[config.mk]
export PLATFORM = sky130hd
export DESIGN_NAME = y86ie_ctrl
export DESIGN_NICKNAME = d
export VERILOG_FILES = /design/src/hw/rtl/y86ie_pkg.sv /design/src/hw/rtl/y86ie_ctrl.sv
export SDC_FILE = /design/constraint.sdc
export NUM_CORES = 1
export LEC_CHECK = 0
export BUFFER_PORTS_ARGS = -buffer_cell sky130_fd_sc_hd__clkbuf_2
export CORE_MARGIN = 2
export CORE_UTILIZATION = 40
export DETAILED_ROUTE_END_ITERATION = 16
export GPL_TIMING_DRIVEN = 0
export PLACE_DENSITY = 0.73
export RECOVER_POWER = 25
export SLEW_MARGIN = 20
export SYNTH_ARGS = -nofsm -noshare
export SYNTH_HDL_FRONTEND = slang
export SYNTH_SLANG_ARGS = --single-unit
export TNS_END_PERCENT = 30
[constraint.sdc]
create_clock -name clk -period 1.7 [get_ports clk]
set_clock_uncertainty 0.15 [all_clocks]
set_input_delay 0.17 -clock clk [delete_from_list [all_inputs] [get_ports clk]]
set_output_delay 0.17 -clock clk [all_outputs]
set_load 0.1 [all_outputs]
[src/hw/rtl/y86ie_pkg.sv]
// ----------------------------------------------------------------------------
// y86ie_pkg
// Shared constants, codes, state and command types of the instruction executor.
// ----------------------------------------------------------------------------
`default_nettype none

package y86ie_pkg;

  localparam int MEM_BYTES = 65536;
  localparam int MEM_AW    = $clog2(MEM_BYTES);
  localparam int NREG      = 16;
  localparam int CNT_W     = 4;
  localparam int IBUF_N    = 10;

  localparam logic [CNT_W-1:0] FETCH_LAST = CNT_W'(IBUF_N);
  localparam logic [CNT_W-1:0] WR_LAST    = 4'd7;
  localparam logic [CNT_W-1:0] RD_LAST    = 4'd8;
  localparam logic [CNT_W-1:0] DUMP_LAST  = 4'd14;
  localparam logic [3:0]       REG_SP     = 4'd4;

  localparam logic [1:0] ACT_LOAD  = 2'd0;
  localparam logic [1:0] ACT_START = 2'd1;
  localparam logic [1:0] ACT_EXEC  = 2'd2;

  localparam logic [2:0] KIND_DONE     = 3'd0;
  localparam logic [2:0] KIND_HALTED   = 3'd1;
  localparam logic [2:0] KIND_DUMP_REG = 3'd2;
  localparam logic [2:0] KIND_DUMP_MEM = 3'd3;
  localparam logic [2:0] KIND_BAD_OP   = 3'd4;
  localparam logic [2:0] KIND_IDLE     = 3'd5;

  localparam logic [3:0] OP_HALT  = 4'h0;
  localparam logic [3:0] OP_NOP   = 4'h1;
  localparam logic [3:0] OP_CMOV  = 4'h2;
  localparam logic [3:0] OP_IRMOV = 4'h3;
  localparam logic [3:0] OP_RMMOV = 4'h4;
  localparam logic [3:0] OP_MRMOV = 4'h5;
  localparam logic [3:0] OP_ALU   = 4'h6;
  localparam logic [3:0] OP_JXX   = 4'h7;
  localparam logic [3:0] OP_CALL  = 4'h8;
  localparam logic [3:0] OP_RET   = 4'h9;
  localparam logic [3:0] OP_PUSH  = 4'hA;
  localparam logic [3:0] OP_POP   = 4'hB;
  localparam logic [3:0] OP_DUMPA = 4'hC;
  localparam logic [3:0] OP_DUMPR = 4'hD;
  localparam logic [3:0] OP_DUMPM = 4'hE;
  localparam logic [3:0] OP_BAD   = 4'hF;

  localparam logic [3:0] FN_ADD = 4'h0;
  localparam logic [3:0] FN_SUB = 4'h1;
  localparam logic [3:0] FN_AND = 4'h2;
  localparam logic [3:0] FN_XOR = 4'h3;

  localparam logic [3:0] CC_ALWAYS = 4'h0;
  localparam logic [3:0] CC_LE     = 4'h1;
  localparam logic [3:0] CC_L      = 4'h2;
  localparam logic [3:0] CC_E      = 4'h3;
  localparam logic [3:0] CC_NE     = 4'h4;
  localparam logic [3:0] CC_GE     = 4'h5;
  localparam logic [3:0] CC_G      = 4'h6;

  typedef enum logic [3:0] {
    ST_IDLE, ST_FETCH, ST_RA, ST_RB, ST_RS, ST_CAPS, ST_EX,
    ST_MWR, ST_MRD, ST_WBSP, ST_WB, ST_RESP, ST_DRD, ST_DOUT
  } state_t;

  typedef enum logic [1:0] {RSEL_A, RSEL_B, RSEL_SP, RSEL_CNT} rsel_t;

  typedef struct packed {
    logic  take;
    logic  cnt_clr;
    logic  cnt_inc;
    logic  fetch;
    logic  rf_rd;
    rsel_t rsel;
    logic  cap_a;
    logic  cap_b;
    logic  cap_s;
    logic  exec;
    logic  mem_wr;
    logic  mem_rd;
    logic  wb_sp;
    logic  wb_main;
    logic  out_load;
    logic  out_dump;
  } ctl_cmd_t;

  typedef struct packed {
    logic             halted;
    logic [3:0]       op;
    logic [CNT_W-1:0] cnt;
    logic             out_free;
  } dp_stat_t;

  function automatic logic op_writes_mem(input logic [3:0] op);
    return op inside {OP_RMMOV, OP_CALL, OP_PUSH};
  endfunction

  function automatic logic op_reads_mem(input logic [3:0] op);
    return op inside {OP_MRMOV, OP_RET, OP_POP, OP_DUMPM};
  endfunction

  // Unknown condition codes are never taken.
  function automatic logic cond_ok(input logic [3:0] fn, input logic zf, input logic sf);
    logic r;
    case (fn)
      CC_ALWAYS: r = 1'b1;
      CC_LE:     r = sf | zf;
      CC_L:      r = sf;
      CC_E:      r = zf;
      CC_NE:     r = ~zf;
      CC_GE:     r = ~sf;
      CC_G:      r = ~sf & ~zf;
      default:   r = 1'b0;
    endcase
    return r;
  endfunction

endpackage

`default_nettype wire

[src/hw/rtl/y86ie_ctrl.sv]
// ----------------------------------------------------------------------------
// y86ie_ctrl
// Sequencer: fetch, register reads, execute, memory access, write back, reply or register dump.
// ----------------------------------------------------------------------------
`default_nettype none

module y86ie_ctrl (
  input  wire logic                clk,
  input  wire logic                rst_n,
  input  wire logic                in_valid,
  input  wire logic [1:0]          in_action,
  output logic                     in_ready,
  input  wire y86ie_pkg::dp_stat_t st,
  output y86ie_pkg::ctl_cmd_t      cmd
);
  import y86ie_pkg::*;

  state_t state_r, state_nxt;

  always_ff @(posedge clk) begin
    if (!rst_n) begin
      state_r <= ST_IDLE;
    end else begin
      state_r <= state_nxt;
    end
  end

  always_comb begin
    state_nxt = state_r;
    cmd       = '0;
    in_ready  = 1'b0;
    case (state_r)
      ST_IDLE: begin
        in_ready = 1'b1;
        if (in_valid) begin
          cmd.take = 1'b1;
          if (in_action == ACT_EXEC && !st.halted) begin
            cmd.cnt_clr = 1'b1;
            state_nxt   = ST_FETCH;
          end else begin
            state_nxt = ST_RESP;
          end
        end
      end
      ST_FETCH: begin
        cmd.fetch   = 1'b1;
        cmd.cnt_inc = 1'b1;
        if (st.cnt == FETCH_LAST) begin
          cmd.cnt_clr = 1'b1;
          state_nxt   = ST_RA;
        end
      end
      ST_RA: begin
        cmd.rf_rd = 1'b1;
        cmd.rsel  = RSEL_A;
        state_nxt = ST_RB;
      end
      ST_RB: begin
        cmd.cap_a = 1'b1;
        cmd.rf_rd = 1'b1;
        cmd.rsel  = RSEL_B;
        state_nxt = ST_RS;
      end
      ST_RS: begin
        cmd.cap_b = 1'b1;
        cmd.rf_rd = 1'b1;
        cmd.rsel  = RSEL_SP;
        state_nxt = ST_CAPS;
      end
      ST_CAPS: begin
        cmd.cap_s = 1'b1;
        state_nxt = ST_EX;
      end
      ST_EX: begin
        cmd.exec    = 1'b1;
        cmd.cnt_clr = 1'b1;
        if (op_writes_mem(st.op)) begin
          state_nxt = ST_MWR;
        end else if (op_reads_mem(st.op)) begin
          state_nxt = ST_MRD;
        end else begin
          state_nxt = ST_WBSP;
        end
      end
      ST_MWR: begin
        cmd.mem_wr  = 1'b1;
        cmd.cnt_inc = 1'b1;
        if (st.cnt == WR_LAST) begin
          state_nxt = ST_WBSP;
        end
      end
      ST_MRD: begin
        cmd.mem_rd  = 1'b1;
        cmd.cnt_inc = 1'b1;
        if (st.cnt == RD_LAST) begin
          state_nxt = ST_WBSP;
        end
      end
      ST_WBSP: begin
        cmd.wb_sp = 1'b1;
        state_nxt = ST_WB;
      end
      ST_WB: begin
        cmd.wb_main = 1'b1;
        cmd.cnt_clr = 1'b1;
        state_nxt   = (st.op == OP_DUMPA) ? ST_DRD : ST_RESP;
      end
      ST_RESP: begin
        if (st.out_free) begin
          cmd.out_load = 1'b1;
          state_nxt    = ST_IDLE;
        end
      end
      ST_DRD: begin
        cmd.rf_rd = 1'b1;
        cmd.rsel  = RSEL_CNT;
        state_nxt = ST_DOUT;
      end
      ST_DOUT: begin
        // hold the read data until the output register frees up
        if (st.out_free) begin
          cmd.out_load = 1'b1;
          cmd.out_dump = 1'b1;
          cmd.cnt_inc  = 1'b1;
          state_nxt    = (st.cnt == DUMP_LAST) ? ST_IDLE : ST_DRD;
        end
      end
      default: state_nxt = ST_IDLE;
    endcase
  end

endmodule

`default_nettype wire

==> flow_summary.ini, run 1 <==
[cts]
htreeDepth = 1
clockBufferDepth = 2
cts_num_sinks = 4
numCtsBuffers = 3
cts_tree = done
cts-root-buf = clkbuf_4
clk_pin_slew_ps = 40
clk_latency_ps = 240
holdBufCountCts = 0

[grt]
grt_max_degree = 11
antenna_found_initial = 0
groute.usage.overall = 0.2385
grt_overflow = 0
grt_pass1_wl_um = 3636
grt_pass1_vias = 807

[finish]
num_antenna_cells = 0
largest-register = state_r
finalCoreUtilization = 0.8458
area_growth_pct = 92.25
drive_gt1_frac = 0.5683
layout.nets = 156
largest_register_ffs = 4
fillCellCount = 76
reg_top3 = state_r: 4 flops

[detailed_routing]
wirelength_um = 2925
wire_per_inst_um = 18.87
ant_nets = 0
viasPerCell = 6.606
drt-initial-drc-count = 59
dr_total_vias = 1024
drc = 0
drtPass1Iterations = 8

[setup_path]
worstPathCellList = or2_0, buf_4, nor2_4, and2_4, a21oi_4, o21ai_4, clkbuf_16
worstPathArrival_ps = 1620
crit_family = simple AND/OR/NAND/NOR gates
path_buf_inv = 2
slowest_delay_ps = 340
slowest_stage = dfxtp_2
worstSetupStartpointType = flip-flop
critical_path_class = reg -> out
critPathMaxFanout = 5
endpoint_kind = output port
crit_required_ps = 1380

[yosys]
yosys.cell_types.count = 40
yosysSeqAreaShare = 0.1181
synth_fp_nets = 115
ys_ff_latch = 4
syn_area_um2 = 678.2
avgSynthCellArea_um2 = 6.781
synth_area_leaders = dfxtp_1 12%, nor2_1 10%, a21oi_1 5.2%, nand2b_1 4.6%, o22ai_1 4.6%
synth.top_cell.area_share = 0.1181
synth_cells = 100
yosys.area.top_type = dfxtp_1
synth-warning-count = 0

[run]
max_cap_violations = 0

[timing]
fin_crit_sh = 1.139
setup_violations = 12
layout_setup_ws_ps = -236.1
slew_violations = 0
worst_pin_slew_ps = 621.5
fin_crit_ps = 1936
whs_ps = 89.91
fmax_mhz = 516.5
max_slew_margin = 0.5800
grt_setup_unrepaired = true
hold_viol = 0

[power]
p_leak_nw = 0.4942
p_per_area_nw_per_um2 = 2064
vdd_drop_max_uv = 1217

[floorplan]
rows = 14
die_y_um = 45.18
die_area_um2 = 2041
coreArea_um2 = 1541
ios = 33
die_w_um = 45.18
initial_core_util = 0.4399

[outcome]
status = finished with violations
violations = setup timing

[min_path]
hp-class = in -> reg

[place]
dp_hpwl_um = 1585
portBuffers = 32
gp_congestion = 0.8478
==> area by class of cell <==
class / count / area (um2) / share of cell area
Buffer: 6 / 60.06 / 0.04607
Clock buffer: 3 / 22.52 / 0.01727
Inverter: 3 / 11.26 / 0.008637
Multi-Input combinational cell: 85 / 683.2 / 0.5240
Sequential cell: 4 / 90.09 / 0.06910
Tap cell: 16 / 20.02 / 0.01536
Timing Repair Buffer: 38 / 416.7 / 0.3196
==> worst register-to-register path: stages, from the launching register on <==
cell       delay [ps]
dfxtp_2           430
nand2b_2          350
nor3_4             90
a2111oi_4         400
mux2i_1           230
nor2b_1            60
==> where the power goes <==
part / switching [mW] / internal [mW]
logic: 1.52 / 0.846
clock network: 0.0388 / 0.0789
registers: 0.0663 / 0.145
==> routing by layer <==
layer | wire, um | track usage | vias to the layer above
li1 | - | - | 453
met1 | 1102 | 0.2916 | 491
met2 | 1532 | 0.4257 | 73
met3 | 244 | 0.04800 | 7
met4 | 46 | 0.05294 | 0
met5 | 0 | 0 | -
==> stage by stage <==
stage / area [um2] / std cells / TNS [ps] / setup slack [ps] / power (mW)
after global routing: 1304 / 155 / -1846 / -273.5 / 2.789
final: 1304 / 155 / -900.1 / -236.1 / 2.691
after detailed placement: 932.1 / 148 / -3562 / -406.7 / 1.931
after CTS: 1174 / 150 / -476.3 / -172.7 / 2.327
after global placement: 932.1 / 148 / -3668 / -408.6 / 1.927
after floorplan: 752.0 / 100 / -7831 / -711.6 / 1.681
==> path summary, 6_finish.rpt <==
| path | from | endpoint | slack (ps) | cells after the start |
|---|---|---|---|---|
| worst max register to register | state_r[2] | state_r[0] | -110 | 5 |
| worst min-delay path | rst_n | state_r[0] | 90 | 2 |
| worst max-delay path | state_r[3] | cmd[15] | -240 | 7 |
| worst min register to register | state_r[3] | state_r[2] | 500 | 2 |
==> repair_timing <==
| item | CTS | global route |
|---|---|---|
| buffers inserted | 1 | 5 |
| resized for setup | 58 | 31 |
| endpoints found under the hold margin | 0 | 0 |
| pin swaps | 2 | 4 |
| cloned | 0 | 0 |
| endpoints found under the setup margin | 22 | 18 |
==> cell usage after synthesis <==
cell type	instances
o21ai_0	5
o22ai_1	5
and2_1	2
nand3_1	3
or2_1	1
dfxtp_1	4
xnor2_1	1
nor4b_1	2
nand2b_1	5
buf_2	2
nand4b_1	2
or3b_2	1
a2111oi_4	1
and4b_2	1
o32ai_1	1
o211ai_1	1
or2_0	1
clkbuf_1	4
nor4bb_1	1
o21bai_1	1
a211oi_1	2
and4bb_2	1
a32o_1	1
nand4bb_1	1
nand2_1	7
mux2i_1	1
a21oi_1	7
nor3_1	3
o311a_1	1
a311oi_1	1
buf_6	2
a31o_1	1
or3_2	1
a21boi_0	1
nor4b_2	1
a31oi_1	2
nand3b_1	1
nor2b_1	1
nor2_1	18
inv_1	3
==> cell families after synthesis <==
| family | count (synthesis) | synth area share |
|---|---|---|
| AOI/OAI and AO/OA | 30 | 0.3173 |
| xor gates and xnor gates | 1 | 0.01292 |
| buffers and inverters | 11 | 0.08671 |
| DFF | 4 | 0.1181 |
| muxes | 1 | 0.01476 |
| and+or+nand+nor | 53 | 0.4502 |
==> layout by cell type (no fill, tap or decap), types with 2 or more instances in the layout <==
cell	instances
a211oi_1	2
a21oi_1	6
a31oi_1	2
buf_12	6
buf_4	7
buf_6	4
buf_8	3
clkbuf_16	3
clkbuf_2	14
clkbuf_4	6
clkbuf_8	3
dfxtp_2	2
dfxtp_4	2
inv_1	3
nand2_1	7
nand2b_1	2
nand2b_4	2
nand3_1	3
nand4b_1	2
nor2_1	9
nor2_2	4
nor2_4	5
nor3_1	2
nor4b_2	2
o21ai_0	4
o22ai_1	2
o22ai_2	2
Power figures use the tool's default switching activity.
==> run 2: changes to the inputs <==
Settings changed: PLACE_DENSITY 0.73 to 0.83.
==> run 2 against run 1 <==
Compared with the run above:
- largest power group unchanged
- combinational power rose by 3%
- sequential share of layout area is essentially flat
- wire length grew 11%
- the flow still finishes with violations (setup timing)
- critical endpoint unchanged
- utilization up 0.32 points
==> flow_summary.ini, run 2 (synthesis results as in run 1) <==
[detailed_routing]
dr_total_vias = 1062
drtPass1Iterations = 4
wirelength_um = 3249
drt-initial-drc-count = 66
drc = 0
wire_per_inst_um = 20.83
ant_nets = 0
viasPerCell = 6.808

[grt]
grt_use_met3 = 0.04800
busiest_layer = met2
antenna_found_initial = 0
grt_pass1_wl_um = 4388
use_met1 = 0.3614
grt_max_degree = 11
groute.usage.overall = 0.2967
grt_use_met2 = 0.5000
grt_overflow = 0
grt_pass1_vias = 932

[min_path]
hp-class = in -> reg
hold_depth = 2

[finish]
drive_gt1_frac = 0.5786
reg_top3 = state_r: 4 flops
fin_cells = 156
area_growth_pct = 92.99
layout_common_cells = 14 x clkbuf_2, 9 x nor2_1, 8 x buf_4
largest-register = state_r
largest_register_ffs = 4
layout.nets = 157
num_antenna_cells = 0
layout_commonest_cell = clkbuf_2

[timing]
whs_ps = 66.20
fin_crit_ps = 1948
grt_setup_unrepaired = true
slew_violations = 0
fin_crit_sh = 1.146
setup_violations = 16
layout_setup_ws_ps = -247.6
worst_pin_slew_ps = 685.7
fmax_mhz = 513.4
hold_viol = 0
max_slew_margin = 0.5367

[power]
switching_power_mw = 1.650
sw_frac_of_total = 0.5985
seqPwrFrac = 0.072
power.total_mw = 2.756
vdd_drop_max_uv = 1240
p_per_area_nw_per_um2 = 2106
comb_power_share = 0.884
p_int_mw = 1.107
p_leak_nw = 0.5018
clock_power_share = 0.044

[cts]
cts-root-buf = clkbuf_4
holdBufCountCts = 0
cts_tree = done
numCtsBuffers = 3
clockBufferDepth = 2
htreeDepth = 1
clk_pin_slew_ps = 40
clk_latency_ps = 240
cts_num_sinks = 4

[outcome]
status = finished with violations
violations = setup timing

[floorplan]
rows = 14
initial_core_util = 0.4399
die_w_um = 45.18
coreArea_um2 = 1541
die_area_um2 = 2041
ios = 33
die_y_um = 45.18

[place]
portBuffers = 32
dp_hpwl_um = 1731
gp_congestion = 0.9347
dpl.cell_count = 148

[setup_path]
critPathMaxFanout = 6
path_buf_inv = 2
crit_family = simple AND/OR/NAND/NOR gates
slowest_stage = dfxtp_4
slowest_delay_ps = 360
worstPathCellList = or2_0, buf_4, nor2_4, and2_4, a21oi_4, o21ai_4, clkbuf_16
endpoint_kind = output port
critical_path_class = reg -> out
r2r_cells = 5
worstPathArrival_ps = 1630
crit_required_ps = 1380
worstSetupStartpointType = flip-flop
cp.depth = 7

[run]
max_cap_violations = 0
run 2: worst paths after layout:
check	slack [ps]	to	startpoint
max	-250	cmd[15]	state_r[1]
min	70	state_r[0]	rst_n
max reg2reg	-180	state_r[3]	state_r[1]
min reg2reg	610	state_r[0]	state_r[0]
run 2: layout make-up:
type / count / area (um2)
fillers: 76 / 232.7
inverters: 3 / 11.26
clock buffers: 3 / 22.52
flip-flops and latches: 4 / 90.09
multi-input cells: 85 / 673.1
repair buffers: 39 / 439.2
well taps: 16 / 20.02
plain buffers: 6 / 52.55
run 2: power groups by stage:
stage	Sequential (mW)	Clock [mW]	Combinational [mW]
4_1_cts	0.188	0.121	2.13
6_report	0.199	0.122	2.44
3_3_place_gp	0.166	0	1.75
3_5_place_dp	0.169	0	1.78
2_1_floorplan	0.160	0	1.52
5_1_grt	0.201	0.132	2.50
run 2: layer usage:
metal,part of all wire,routed length (um),vias up
li1,-,-,457
met4,0.061,197,0
met1,0.38,1223,479
met5,0,0,-
met2,0.47,1516,100
met3,0.096,312,26
run 2: what timing repair did:
item                       in CTS  in global routing
setup endpoints to repair      22                 22
setup buffers                   4                  3
gates resized for setup        60                 26
pin swaps                       4                  6
run 2: metrics by stage:
step | cell area [um2] | TNS (ps) | worst slack [ps] | util
after global placement | 932.1 | -3411 | -359.3 | 0.6047
after CTS | 1220 | -1219 | -201.3 | 0.7914
after detailed placement | 932.1 | -3782 | -368.1 | 0.6047
after floorplan | 752.0 | -7831 | -711.6 | -
final | 1309 | -1714 | -247.6 | 0.8490
after global routing | 1309 | -2368 | -282.9 | 0.8490
==> run 3: changes to the inputs <==
Settings changed: REMOVE_ABC_BUFFERS set to 1.
==> run 3 against run 2 <==
Compared with the run above:
- the flow still finishes with violations (setup timing)
- total power up 6.1%
- sequential power up 13%
- non-clock buffer count up 8
- wire length up 15%
- setup slack better by 36 ps
- global-route usage up 0.98 points
- combinational power up 5%
- critical path type unchanged
- largest cell class unchanged
- highest routed layer unchanged
- critical path depth down 1
- hold slack better by 21 ps
==> flow_summary.ini, run 3 (synthesis results as in run 1) <==
[outcome]
status = finished with violations
violations = setup timing

[power]
p_leak_nw = 0.5304
switching_power_mw = 1.741
clock_power_share = 0.047
comb_power_share = 0.876
p_per_area_nw_per_um2 = 2196
vdd_drop_max_uv = 1764
p_int_mw = 1.183
sw_frac_of_total = 0.5953
seqPwrFrac = 0.077

[place]
dp_hpwl_um = 1509
postPlaceCellArea_um2 = 810.8
gp_congestion = 0.8411
portBuffers = 32

[setup_path]
worstSetupStartpointType = flip-flop
rr_startpoint = state_r[1]
rr_endpoint = state_r[0]
worstPathArrival_ps = 1590
crit_required_ps = 1380
critPathMaxFanout = 7
rrSetupSlack_ps = -200
r2r_cells = 7
endpoint_kind = output port
startpoint = state_r[1]
critical_path_class = reg -> out
cp-endpoint = cmd[15]

[timing]
slew_violations = 0
max_slew_margin = 0.6299
worst_pin_slew_ps = 547.7
fmax_mhz = 523.2
layout_setup_ws_ps = -211.2
fin_crit_sh = 1.124
final.setup.tns_ps = -1317
hold_viol = 0
setup_violations = 20
grt_setup_unrepaired = true
fin_crit_ps = 1911

[floorplan]
initial_core_util = 0.4399
die_w_um = 45.18
die_y_um = 45.18
rows = 14
coreArea_um2 = 1541
die_area_um2 = 2041
ios = 33

[cts]
cts_num_sinks = 4
clk_pin_slew_ps = 50
holdBufCountCts = 0
numCtsBuffers = 3
htreeDepth = 1
cts-root-buf = clkbuf_4
cts_tree = done
clockBufferDepth = 2
clk_latency_ps = 260

[finish]
layout_commonest_cell = buf_4
largest_register_ffs = 4
area_growth_pct = 96.31
layout_common_cells = 21 x buf_4, 14 x clkbuf_2, 12 x nor2_1
reg_top3 = state_r: 4 flops
drive_gt1_frac = 0.6014
fillCellCount = 70
layout.nets = 165
num_antenna_cells = 0
final_area_um2 = 1331
largest-register = state_r
finalCoreUtilization = 0.8636

[detailed_routing]
drc = 0
dr_total_vias = 1145
wire_per_inst_um = 22.87
drtPass1Iterations = 4
drt-initial-drc-count = 114
ant_nets = 0
wirelength_um = 3750
viasPerCell = 6.982

[grt]
grt_overflow = 0
groute.usage.overall = 0.3066
grt_pass1_wl_um = 4581
grt_max_degree = 11
antenna_found_initial = 0
grt_pass1_vias = 965

[run]
max_cap_violations = 0

[min_path]
hp-class = in -> reg
[run 3: final cells by class]
| cell class | count | area (um2) | area share |
|---|---|---|---|
| Tap cell | 16 | 20.02 | 0.01504 |
| Timing Repair Buffer | 53 | 491.7 | 0.3694 |
| Inverter | 3 | 15.01 | 0.01128 |
| Clock buffer | 3 | 22.52 | 0.01692 |
| Sequential cell | 4 | 95.09 | 0.07143 |
| Multi-Input combinational cell | 85 | 686.9 | 0.5160 |
[run 3: what timing repair did]
action	in CTS	in global routing
gates resized for setup	58	42
buffers inserted	18	3
pin swaps	7	8
endpoints found under the setup margin	22	20
[run 3: power by group through the flow]
stage / clock, mW / sequential [mW] / combinational [mW]
floorplan: 0 / 0.223 / 1.27
global route: 0.134 / 0.222 / 2.62
detailed placement: 0 / 0.255 / 1.48
global placement: 0 / 0.254 / 1.46
CTS: 0.127 / 0.200 / 2.14
finish: 0.136 / 0.225 / 2.56
[run 3: critical path: stages (launching register included)]
cell     delay, ps
dfxtp_4        380
or2_4          270
nor2_4         140
and2_4         180
a21oi_4         60
o21ai_2        100
buf_12         190
[run 3: per-stage QoR]
step	power [mW]	hold WS, ps	setup slack [ps]	instances
global route	2.976	100.8	-289.1	164
CTS	2.469	59.62	-166.6	161
global placement	1.717	302.9	-530.8	140
detailed placement	1.734	310.2	-553.2	140
finish	2.924	87.15	-211.2	164
floorplan	1.489	148.2	-2820	92
[run 3: layer usage]
metal  track usage  wire length [um]  part of all wire  up-vias
met5             0                 0                 0        -
li1              -                 -                 -      471
met4        0.1235               321             0.086        0
met1        0.3807              1316              0.35      501
met2        0.5171              1626              0.43      123
met3       0.05600               485              0.13       50
[run 3: worst min-delay path by stage]
stage                     startpoint          to  cells past startpoint
after CTS                      rst_n  state_r[0]                      2
final                          rst_n  state_r[0]                      2
after detailed placement       rst_n  state_r[0]                      2
after global routing           rst_n  state_r[0]                      2
after floorplan                rst_n  state_r[0]                      1
after global placement         rst_n  state_r[0]                      2
